`config.mk`:
```
export PLATFORM = sky130hd
export DESIGN_NAME = png_ancillary_chunk_stripper
export DESIGN_NICKNAME = d
export VERILOG_FILES = /design/src/hdl/pcs_pkg.sv /design/src/hdl/png_ancillary_chunk_stripper.sv /design/src/hdl/pcs_front.sv /design/src/hdl/pcs_queue.sv /design/src/hdl/pcs_back.sv
export SDC_FILE = /design/constraint.sdc
export NUM_CORES = 1
export LEC_CHECK = 0
export ABC_AREA = 1
export BUFFER_PORTS_ARGS = -buffer_cell sky130_fd_sc_hd__buf_2
export CAP_MARGIN = 10
export CORE_ASPECT_RATIO = 0.9
export CORE_MARGIN = 3
export CORE_UTILIZATION = 57
export CTS_CLUSTER_SIZE = 12
export DETAILED_ROUTE_END_ITERATION = 6
export PLACE_DENSITY = 0.78
export SYNTH_ARGS = -nofsm -noshare
export SYNTH_HDL_FRONTEND = slang
export SYNTH_SLANG_ARGS = --single-unit
```
`constraint.sdc`:
```
create_clock -name aclk -period 4.9 [get_ports aclk]
set_input_delay 0 -clock aclk [delete_from_list [all_inputs] [get_ports aclk]]
set_output_delay 0 -clock aclk [all_outputs]
set_load 0.1 [all_outputs]
```
`src/hdl/pcs_pkg.sv`:
```
`timescale 1ns / 1ps

package pcs_pkg;

    localparam logic [31:0] TYPE_IDAT = 32'h5441_4449;
    localparam logic [31:0] TYPE_ACTL = 32'h4C54_6361;
    localparam logic [31:0] TYPE_FCTL = 32'h4C54_6366;
    localparam logic [31:0] TYPE_FDAT = 32'h5441_6466;
    localparam logic [31:0] TYPE_NPTC = 32'h6354_706E;
    localparam logic [31:0] TYPE_TRNS = 32'h534E_5274;
    localparam logic [31:0] TYPE_ICCP = 32'h5043_4369;
    localparam logic [31:0] TYPE_IEND = 32'h444E_4549;

    localparam int          ANCILLARY_BIT = 5;
    localparam logic [32:0] CRC_BYTES     = 33'd4;
    localparam int          HDR_BYTES     = 8;
    localparam logic [2:0]  HDR_LAST_IDX  = 3'd7;

    // One queue entry: up to eight output bytes, emitted data[0] .. data[last_idx].
    typedef struct packed {
        logic [HDR_BYTES-1:0][7:0] data;
        logic [2:0]                last_idx;
        logic                      file_end;
    } entry_t;

endpackage

```
`src/hdl/png_ancillary_chunk_stripper.sv`:
```
`timescale 1ns / 1ps

// Strips most ancillary chunks from a PNG byte stream. One byte is accepted per
// cycle while the request queue has room; the front holds each 8-byte chunk
// header, classifies the chunk and queues its output bytes; the back sends them
// one byte per cycle while m_ready is high. A kept header goes out as eight bytes,
// so the sustained rate is one byte per cycle, set by the single output byte lane;
// input stalls only while QUEUE_DEPTH requests wait. No clearing pass after reset.
module png_ancillary_chunk_stripper #(
    parameter int QUEUE_DEPTH = 2
) (
    input  logic       aclk,
    input  logic       aresetn,
    input  logic       cfg_wr_en,
    input  logic       cfg_wr_data,
    input  logic       s_valid,
    output logic       s_ready,
    input  logic [7:0] s_in_byte,
    input  logic       s_in_last,
    output logic       m_valid,
    input  logic       m_ready,
    output logic [7:0] m_out_byte,
    output logic       m_out_last,
    output logic       m_out_file_end
);

    logic            push;
    pcs_pkg::entry_t push_entry;
    logic            full;
    logic            head_valid;
    pcs_pkg::entry_t head;
    logic            pop;

    assign s_ready = !full;

    pcs_front u_front (
        .aclk        (aclk),
        .aresetn     (aresetn),
        .cfg_wr_en   (cfg_wr_en),
        .cfg_wr_data (cfg_wr_data),
        .accept      (s_valid && s_ready),
        .in_byte     (s_in_byte),
        .in_last     (s_in_last),
        .push        (push),
        .push_entry  (push_entry)
    );

    pcs_queue #(
        .DEPTH (QUEUE_DEPTH)
    ) u_queue (
        .aclk       (aclk),
        .aresetn    (aresetn),
        .push       (push),
        .push_entry (push_entry),
        .full       (full),
        .head_valid (head_valid),
        .head       (head),
        .pop        (pop)
    );

    pcs_back u_back (
        .aclk           (aclk),
        .aresetn        (aresetn),
        .head_valid     (head_valid),
        .head           (head),
        .pop            (pop),
        .m_valid        (m_valid),
        .m_ready        (m_ready),
        .m_out_byte     (m_out_byte),
        .m_out_last     (m_out_last),
        .m_out_file_end (m_out_file_end)
    );

endmodule

```
`src/hdl/pcs_front.sv`:
```
`timescale 1ns / 1ps

module pcs_front (
    input  logic          aclk,
    input  logic          aresetn,
    input  logic          cfg_wr_en,
    input  logic          cfg_wr_data,
    input  logic          accept,
    input  logic [7:0]    in_byte,
    input  logic          in_last,
    output logic          push,
    output pcs_pkg::entry_t push_entry
);

    typedef enum logic [3:0] {
        PH_SIG  = 4'b0001,
        PH_HDR  = 4'b0010,
        PH_BODY = 4'b0100,
        PH_DONE = 4'b1000
    } phase_t;

    phase_t      phase_reg, phase_next;
    logic [3:0]  hpos_reg, hpos_next;
    logic [7:0]  hold_reg [pcs_pkg::HDR_BYTES];
    logic [7:0]  hold_next [pcs_pkg::HDR_BYTES];
    logic [32:0] brem_reg, brem_next;
    logic        idat_seen_reg, idat_seen_next;
    logic        keep_reg, keep_next;
    logic        is_end_reg, is_end_next;
    logic        keep_icc_reg;

    logic [31:0] type_word;
    logic [31:0] chunk_len;
    logic        chunk_keep;
    logic [32:0] brem_dec;

    assign chunk_len  = {hold_reg[0], hold_reg[1], hold_reg[2], hold_reg[3]};
    assign type_word  = {in_byte, hold_reg[6], hold_reg[5], hold_reg[4]};
    assign brem_dec   = brem_reg - {32'd0, (brem_reg != 33'd0)};

    always_comb begin
        if (!type_word[pcs_pkg::ANCILLARY_BIT]) begin
            chunk_keep = 1'b1;
        end else begin
            unique case (type_word) inside
                pcs_pkg::TYPE_ACTL, pcs_pkg::TYPE_FCTL,
                pcs_pkg::TYPE_FDAT, pcs_pkg::TYPE_NPTC: chunk_keep = 1'b1;
                pcs_pkg::TYPE_TRNS: chunk_keep = !idat_seen_reg;
                pcs_pkg::TYPE_ICCP: chunk_keep = keep_icc_reg;
                default:            chunk_keep = 1'b0;
            endcase
        end
    end

    always_comb begin
        phase_next     = phase_reg;
        hpos_next      = hpos_reg;
        hold_next      = hold_reg;
        brem_next      = brem_reg;
        idat_seen_next = idat_seen_reg;
        keep_next      = keep_reg;
        is_end_next    = is_end_reg;
        push           = 1'b0;
        push_entry     = '0;

        if (accept) begin
            unique case (phase_reg)
                PH_SIG: begin
                    push                = 1'b1;
                    push_entry.data[0]  = in_byte;
                    push_entry.file_end = in_last;
                    if (hpos_reg == 4'd7) begin
                        phase_next = PH_HDR;
                        hpos_next  = 4'd0;
                    end else begin
                        hpos_next = hpos_reg + 4'd1;
                    end
                end
                PH_HDR: begin
                    hold_next[hpos_reg[2:0]] = in_byte;
                    hpos_next                = hpos_reg + 4'd1;
                    for (int i = 0; i < pcs_pkg::HDR_BYTES; i++) begin
                        push_entry.data[i] = (3'(i) == hpos_reg[2:0]) ? in_byte : hold_reg[i];
                    end
                    if (in_last) begin
                        // early end: flush what is held
                        push                = 1'b1;
                        push_entry.last_idx = hpos_reg[2:0];
                        push_entry.file_end = 1'b1;
                    end else if (hpos_reg == 4'd7) begin
                        hpos_next   = 4'd0;
                        phase_next  = PH_BODY;
                        brem_next   = {1'b0, chunk_len} + pcs_pkg::CRC_BYTES;
                        is_end_next = (type_word == pcs_pkg::TYPE_IEND);
                        keep_next   = chunk_keep;
                        if (type_word == pcs_pkg::TYPE_IDAT) begin
                            idat_seen_next = 1'b1;
                        end
                        push                = chunk_keep;
                        push_entry.last_idx = pcs_pkg::HDR_LAST_IDX;
                    end
                end
                PH_BODY: begin
                    brem_next           = brem_dec;
                    push                = keep_reg;
                    push_entry.data[0]  = in_byte;
                    push_entry.file_end = ((brem_dec == 33'd0) && is_end_reg) || in_last;
                    if (brem_dec == 33'd0) begin
                        phase_next = is_end_reg ? PH_DONE : PH_HDR;
                    end
                end
                PH_DONE: begin
                end
                default: begin
                end
            endcase

            if (in_last) begin
                phase_next     = PH_SIG;
                hpos_next      = 4'd0;
                brem_next      = '0;
                idat_seen_next = 1'b0;
                keep_next      = 1'b0;
                is_end_next    = 1'b0;
            end
        end
    end

    always_ff @(posedge aclk) begin
        if (!aresetn) begin
            phase_reg     <= PH_SIG;
            hpos_reg      <= '0;
            brem_reg      <= '0;
            idat_seen_reg <= 1'b0;
            keep_reg      <= 1'b0;
            is_end_reg    <= 1'b0;
            keep_icc_reg  <= 1'b0;
        end else begin
            phase_reg     <= phase_next;
            hpos_reg      <= hpos_next;
            brem_reg      <= brem_next;
            idat_seen_reg <= idat_seen_next;
            keep_reg      <= keep_next;
            is_end_reg    <= is_end_next;
            if (cfg_wr_en) begin
                keep_icc_reg <= cfg_wr_data;
            end
        end
    end

    always_ff @(posedge aclk) begin
        hold_reg <= hold_next;
    end

endmodule

```
`src/hdl/pcs_queue.sv`:
```
`timescale 1ns / 1ps

module pcs_queue #(
    parameter int DEPTH = 2
) (
    input  logic            aclk,
    input  logic            aresetn,
    input  logic            push,
    input  pcs_pkg::entry_t push_entry,
    output logic            full,
    output logic            head_valid,
    output pcs_pkg::entry_t head,
    input  logic            pop
);

    localparam int PTR_W = (DEPTH > 1) ? $clog2(DEPTH) : 1;
    localparam int CNT_W = $clog2(DEPTH + 1);
    localparam logic [PTR_W-1:0] PTR_MAX = PTR_W'(DEPTH - 1);
    localparam logic [CNT_W-1:0] CNT_MAX = CNT_W'(DEPTH);

    pcs_pkg::entry_t  mem_reg [DEPTH];
    logic [PTR_W-1:0] wr_ptr_reg, wr_ptr_next;
    logic [PTR_W-1:0] rd_ptr_reg, rd_ptr_next;
    logic [CNT_W-1:0] cnt_reg, cnt_next;

    assign full       = (cnt_reg == CNT_MAX);
    assign head_valid = (cnt_reg != '0);
    assign head       = mem_reg[rd_ptr_reg];

    always_comb begin
        wr_ptr_next = wr_ptr_reg;
        rd_ptr_next = rd_ptr_reg;
        cnt_next    = cnt_reg;
        if (push) begin
            wr_ptr_next = (wr_ptr_reg == PTR_MAX) ? '0 : wr_ptr_reg + PTR_W'(1);
        end
        if (pop) begin
            rd_ptr_next = (rd_ptr_reg == PTR_MAX) ? '0 : rd_ptr_reg + PTR_W'(1);
        end
        if (push && !pop) begin
            cnt_next = cnt_reg + CNT_W'(1);
        end else if (pop && !push) begin
            cnt_next = cnt_reg - CNT_W'(1);
        end
    end

    always_ff @(posedge aclk) begin
        if (!aresetn) begin
            wr_ptr_reg <= '0;
            rd_ptr_reg <= '0;
            cnt_reg    <= '0;
        end else begin
            wr_ptr_reg <= wr_ptr_next;
            rd_ptr_reg <= rd_ptr_next;
            cnt_reg    <= cnt_next;
        end
    end

    always_ff @(posedge aclk) begin
        if (push) begin
            mem_reg[wr_ptr_reg] <= push_entry;
        end
    end

endmodule

```
`src/hdl/pcs_back.sv`:
```
`timescale 1ns / 1ps

module pcs_back (
    input  logic            aclk,
    input  logic            aresetn,
    input  logic            head_valid,
    input  pcs_pkg::entry_t head,
    output logic            pop,
    output logic            m_valid,
    input  logic            m_ready,
    output logic [7:0]      m_out_byte,
    output logic            m_out_last,
    output logic            m_out_file_end
);

    logic [2:0] idx_reg, idx_next;
    logic       at_end;

    assign at_end         = (idx_reg == head.last_idx);
    assign m_valid        = head_valid;
    assign m_out_byte     = head.data[idx_reg];
    assign m_out_last     = at_end;
    assign m_out_file_end = at_end && head.file_end;
    assign pop            = head_valid && m_ready && at_end;

    always_comb begin
        idx_next = idx_reg;
        if (head_valid && m_ready) begin
            idx_next = at_end ? 3'd0 : idx_reg + 3'd1;
        end
    end

    always_ff @(posedge aclk) begin
        if (!aresetn) begin
            idx_reg <= '0;
        end else begin
            idx_reg <= idx_next;
        end
    end

endmodule
```
==> flow_metrics.tcl, run 1 <==
set metrics [dict create \
    outcome "finished clean" \
    grt_pass1_vias 10310 \
    grt_pass1_wl_mm 57.95 \
    nFillCells 1835 \
    place_area_um2 13450 \
    hpwl_mm 25.79 \
    fmax_mhz 298.5 \
    netlist_instances 1523 \
    grt_remaining_overflow 0 \
    worstSetupPathType "register to register" \
    post_drt_wl_per_cell_um 20.07 \
    final_layout_size_suffix_gt1_frac 0.07614 \
    slew_headroom 0.2342 \
    finalMaxSlewViolations 0 \
    ys_ff_latch 253 \
    fin_cells 1854 \
    powerDensity_nw_per_um2 519.9 \
    place_inst 1786 \
    internal_power_mw 4.515 \
    postSynthAreaPerCell_um2 8.593 \
    switching_power_mw 3.011 \
    multi_input_area_um2 5273 \
    mostFrequentLayoutCell "nand2_1" \
    min_period_ns 3.350 \
    first_iter_violations 1488 \
    crit_chain "nor2_1 > nand2_1 > nor2_1 > nand2_1 > nor3_1 > nand2_1 > ha_1 > ha_1 > nand2_4 > nor2_8 > xnor2_1 > nand2_1 > nor2_1 > nand2_1 > nor2_1 > nand3_2 > nand2_2 > nand2_1 > nand2_1 > nand3b_1" \
    rsz0062_at_grt "no" \
    critPathMaxStageDelay_ns 0.35 \
    start_util 0.5928 \
    drt-total-wl_mm 37.21 \
    final_util 0.6556 \
    root_buffer "clkbuf_16" \
    largest_reg_flops 136 \
    cap_violations 0 \
    tightestPinTransition_ns 1.140 \
    drt_first_pass_iters 6 \
    start_kind "register" \
    synthesis.nets 1550 \
    tns_ns 0 \
    finClkSkew_ns 0.01289 \
    path_clk_slew_ns 0.06 \
    cts.path.max_buffers 3 \
    path_common_cell "nand2_1" \
    yosysTopAreaCellShare 0.4589 \
    grt_usage 0.2973 \
    critPathRequiredTime_ns 5.32 \
    most-common-layout-cells "nand2_1 (323), nor2_1 (221), edfxtp_1 (200)" \
    synth_cell_types 46 \
    die_h_um 149.8 \
    cts_buffers 27 \
    whs_ns 0.02131 \
    antenna_cells 0 \
    p_clk_frac 0.264 \
    die_w_um 165.7 \
    end_kind "register" \
    antenna_found_initial 0 \
    cellLeakagePower_nw 5.536 \
    clk_latency_ns 0.55 \
    synth_top_area_cell "edfxtp_1" \
    grt_start_max_net_pins 69 \
    rows 51 \
    design_area_um2 14480 \
    routed_via_density 6.044 \
    crit_path_max_fanout 9 \
    antenna_left 0 \
    ys_seq_area_frac 0.5400 \
    clock_sinks 253 \
    coreArea_um2 22080 \
    setup_viol 0 \
    cpMaxStageDelayCell "dfxtp_1" \
    gp_congestion 0.9939 \
    swShare 0.4001 \
    hold_viol_final 0 \
    io-pin-count 27 \
    p_seq_frac 0.379 \
    syn_area_um2 13090 \
    yosys_warnings 0 \
    cts_tree "built" \
    fin_nets 1569 \
    vias 11210 \
    syn_to_final_growth_pct 10.60 \
    h-tree-depth 1 \
    crit_arrival_ns 3.77 \
    ir_drop_mv 0.6177 \
    p_comb_frac 0.357 \
    synth.area.top_cells "edfxtp_1 (46%), nand2_1 (9.3%), dfxtp_1 (8.1%)" \
    post-route-drc-count 0 \
    hold_path.class "input port to register" \
    seq_area_um2 7068 \
    final.period_utilization 0.6836 \
    dieArea_um2 24820 \
    portBuffers 26 \
]
[kinds of logic after synthesis]
group	Yosys count	synth area share
AOI/OAI and AO/OA	297	0.1317
xor gates and xnor gates	26	0.01740
adders and majority gates	12	0.01147
buffers and inverters	198	0.05774
DFF	253	0.5400
muxes	1	0.0007648
and+or+nand+nor	736	0.2409
[Yosys cell counts, drive strengths merged]
cell and n:
dfxtp 53, o22ai 12, nor2 235, o221ai 26, o21a 1, ha 12, or2 2, inv 126
clkbuf 54, o21bai 5, nand3b 6, o211ai 23, nor3 32, and2 3, nand3 101, a211oi 14
clkinv 2, a31oi 2, xnor2 9, nand2 330, mux2i 1, nor4 6, o21ai 108, a21oi 103
nor3b 1, a22oi 2, o31ai 1, edfxtp 200, xor2 17, or3 1, nand4 17, and3 2
buf 16
[per-stage QoR]
stage	total power [mW]	setup slack (ns)
2_1_floorplan	4.896	1.096
3_3_place_gp	5.472	1.783
3_5_place_dp	5.521	1.653
4_1_cts	7.507	1.631
5_1_grt	7.902	1.276
6_report	7.526	1.550
[routing by layer]
metal,vias to the layer above,wire length [µm],GRT usage,part of all wire
li1,5287,-,-,-
met1,5254,15790,0.4297,0.42
met2,582,16140,0.4568,0.43
met3,82,4290,0.06947,0.12
met4,0,981,0.08025,0.026
met5,-,0,0,0
[power groups by stage]
stage / Clock [mW] / Sequential, mW / Combinational, mW
2_1_floorplan: 0 / 2.87 / 2.03
3_3_place_gp: 0 / 2.88 / 2.60
3_5_place_dp: 0 / 2.89 / 2.63
4_1_cts: 2.01 / 2.85 / 2.66
5_1_grt: 2.10 / 2.88 / 2.93
6_report: 1.99 / 2.85 / 2.69
[worst paths after layout]
| path | from | to | slack, ns | cells past startpoint |
|---|---|---|---|---|
| worst max-delay path | u_front.brem_reg[18] | u_front.phase_reg[0] | 1.55 | 20 |
| worst min-delay path | s_valid | u_queue.mem_reg[0][5] | 0.02 | 4 |
| worst max register to register | u_front.brem_reg[18] | u_front.phase_reg[0] | 1.55 | 20 |
| worst min register to register | u_front.keep_reg | u_front.keep_reg | 0.48 | 2 |
[timing repair]
item	CTS	global route
gates resized for setup	0	0
hold endpoints to repair	81	0
setup buffers	0	0
hold buffers	14	0
[cell type report]
type | instances | share of cell area
repair buffers | 60 | 0.02956
flip-flops and latches | 253 | 0.4883
clock inverters | 8 | 0.005446
well taps | 291 | 0.02515
multi-input cells | 1072 | 0.3643
clock buffers | 42 | 0.05411
inverters | 128 | 0.03319
[critical path, delay by kind of cell (launching register included)]
family | cells | cell delay (ns)
xor gates and xnor gates | 1 | 0.20
adders and majority gates | 2 | 0.45
DFF | 1 | 0.35
and+or+nand+nor | 17 | 2.21
No activity file was read; power rests on OpenSTA's default activity.
==> run 2, diff against run 1 <==
- clock period: 4.9 -> 2.9 ns (I/O delays scaled with it)
==> flow_metrics.tcl, run 2 (same netlist as run 1, synthesis figures left out) <==
set metrics [dict create \
    powerDensity_nw_per_um2 861.3 \
    drt-total-wl_mm 39.61 \
    routed_via_density 5.944 \
    hpwl_mm 28.17 \
    place_inst 1878 \
    cts_buffers 27 \
    die_h_um 149.8 \
    outcome "finished clean" \
    fin_cells 1948 \
    grt_pass1_wl_mm 60.75 \
    grt_pass1_vias 10590 \
    cap_violations 0 \
    clock_sinks 253 \
    r2r_setup_slack_ns 0.06 \
    cts_tree "built" \
    slew_headroom 0.4795 \
    h-tree-depth 1 \
    largest_reg_flops 136 \
    end_kind "register" \
    final.period_utilization 0.9782 \
    portBuffers 26 \
    final_util 0.7031 \
    finalMaxSlewViolations 0 \
    cellLeakagePower_nw 6.080 \
    grt_remaining_overflow 0 \
    whs_ns 0.05471 \
    fmax_mhz 352.5 \
    syn_to_final_growth_pct 18.61 \
    reg2reg_from "u_front.brem_reg[7]" \
    grt_start_max_net_pins 66 \
    crit_path_max_fanout 7 \
    hold_viol_final 0 \
    post_drt_wl_per_cell_um 20.33 \
    post-route-drc-count 0 \
    start_util 0.5928 \
    dieArea_um2 24820 \
    cp-startpoint "u_front.brem_reg[7]" \
    gp_congestion 1.029 \
    tns_ns 0 \
    start_kind "register" \
    critPathRequiredTime_ns 3.34 \
    clk_latency_ns 0.55 \
    nFillCells 1765 \
    antenna_found_initial 1 \
    root_buffer "clkbuf_16" \
    path_clk_slew_ns 0.06 \
    crit_end "u_front.phase_reg[3]" \
    ir_drop_mv 1.116 \
    vias 11580 \
    r2r_cells 21 \
    rows 51 \
    min_period_ns 2.837 \
    r2r-end "u_front.phase_reg[3]" \
    most-common-layout-cells "nand2_1 (309), nor2_1 (204), edfxtp_1 (200)" \
    finClkSkew_ns 0.01165 \
    die_w_um 165.7 \
    mostFrequentLayoutCell "nand2_1" \
    first_iter_violations 1643 \
    coreArea_um2 22080 \
    setup_viol 0 \
    drt_first_pass_iters 7 \
    cts.path.max_buffers 3 \
    tightestPinTransition_ns 0.7748 \
    final_layout_size_suffix_gt1_frac 0.1599 \
    hold_path.class "input port to register" \
    antenna_cells 0 \
    worstSetupPathType "register to register" \
    grt_usage 0.3139 \
    fin_nets 1663 \
    crit_arrival_ns 3.28 \
    io-pin-count 27 \
    antenna_left 0 \
]
## run 2: how the worst min path moves through the flow
stage                   start               endpoint  slack, ns  cells past startpoint
detailed placement  cfg_wr_en   u_front.keep_icc_reg       0.20                      2
finish                s_valid  u_queue.mem_reg[1][5]       0.05                      3
floorplan           cfg_wr_en   u_front.keep_icc_reg       0.09                      1
global route          s_valid  u_queue.mem_reg[1][5]       0.06                      3
CTS                   s_valid  u_queue.mem_reg[1][5]       0.02                      3
global placement    cfg_wr_en   u_front.keep_icc_reg       0.19                      2
## run 2: worst max-delay path, cell delays in order (launching register included)
cell and delay (ns):
dfxtp_2 0.33, nor2_4 0.12, nand2_2 0.08, inv_2 0.05, nand4_1 0.15, nor3_4 0.21
nand2_2 0.10, buf_4 0.14, ha_1 0.18, nand2_2 0.12, nor2_4 0.08, and2_4 0.17
nand3b_1 0.08, nand2_1 0.09, nor2_1 0.10, nand2_1 0.07, nor2_2 0.11, nand3_2 0.15
nand2_4 0.16, nand3_2 0.08, nand2_2 0.11, nor2_1 0.04
## run 2: stage by stage
step                      setup WS [ns]  cell area [µm²]  power (mW)
after global routing            -0.1342            15520       14.01
after CTS                       0.01946            15270       13.11
after detailed placement        -0.1745            14250       9.764
after global placement         -0.08349            14250       9.652
final                           0.06331            15520       13.37
after floorplan                 0.05652            13100       8.272
## run 2: repair_timing
item	CTS	global route
pin swaps	2	29
endpoints found under the hold margin	69	0
cloned	0	1
setup endpoints to repair	6	7
gates resized for setup	9	57
setup buffers	1	5
hold buffers	14	0
## run 2: power breakdown
part	internal (mW)	switching (mW)	total [mW]
clock	1.92	1.38	3.31
sequential	4.60	0.202	4.80
combinational	1.59	3.68	5.26
total	8.11	5.26	13.4
## run 2: area by class of cell
type / instances / area, µm² / area share
inverters: 128 / 484.2 / 0.03119
clock inverters: 8 / 112.6 / 0.007254
flip-flops and latches: 253 / 7079 / 0.4560
clock buffers: 42 / 732.0 / 0.04715
multi-input cells: 1073 / 5503 / 0.3545
repair buffers: 153 / 1249 / 0.08044
well taps: 291 / 364.1 / 0.02345
## run 2: per-layer routing
metal | track usage | wire length (µm) | vias up
met3 | 0.06709 | 4546 | 64
met5 | 0 | 0 | -
met1 | 0.4616 | 16670 | 5412
met2 | 0.4867 | 17610 | 625
met4 | 0.06736 | 789 | 0
li1 | - | - | 5477
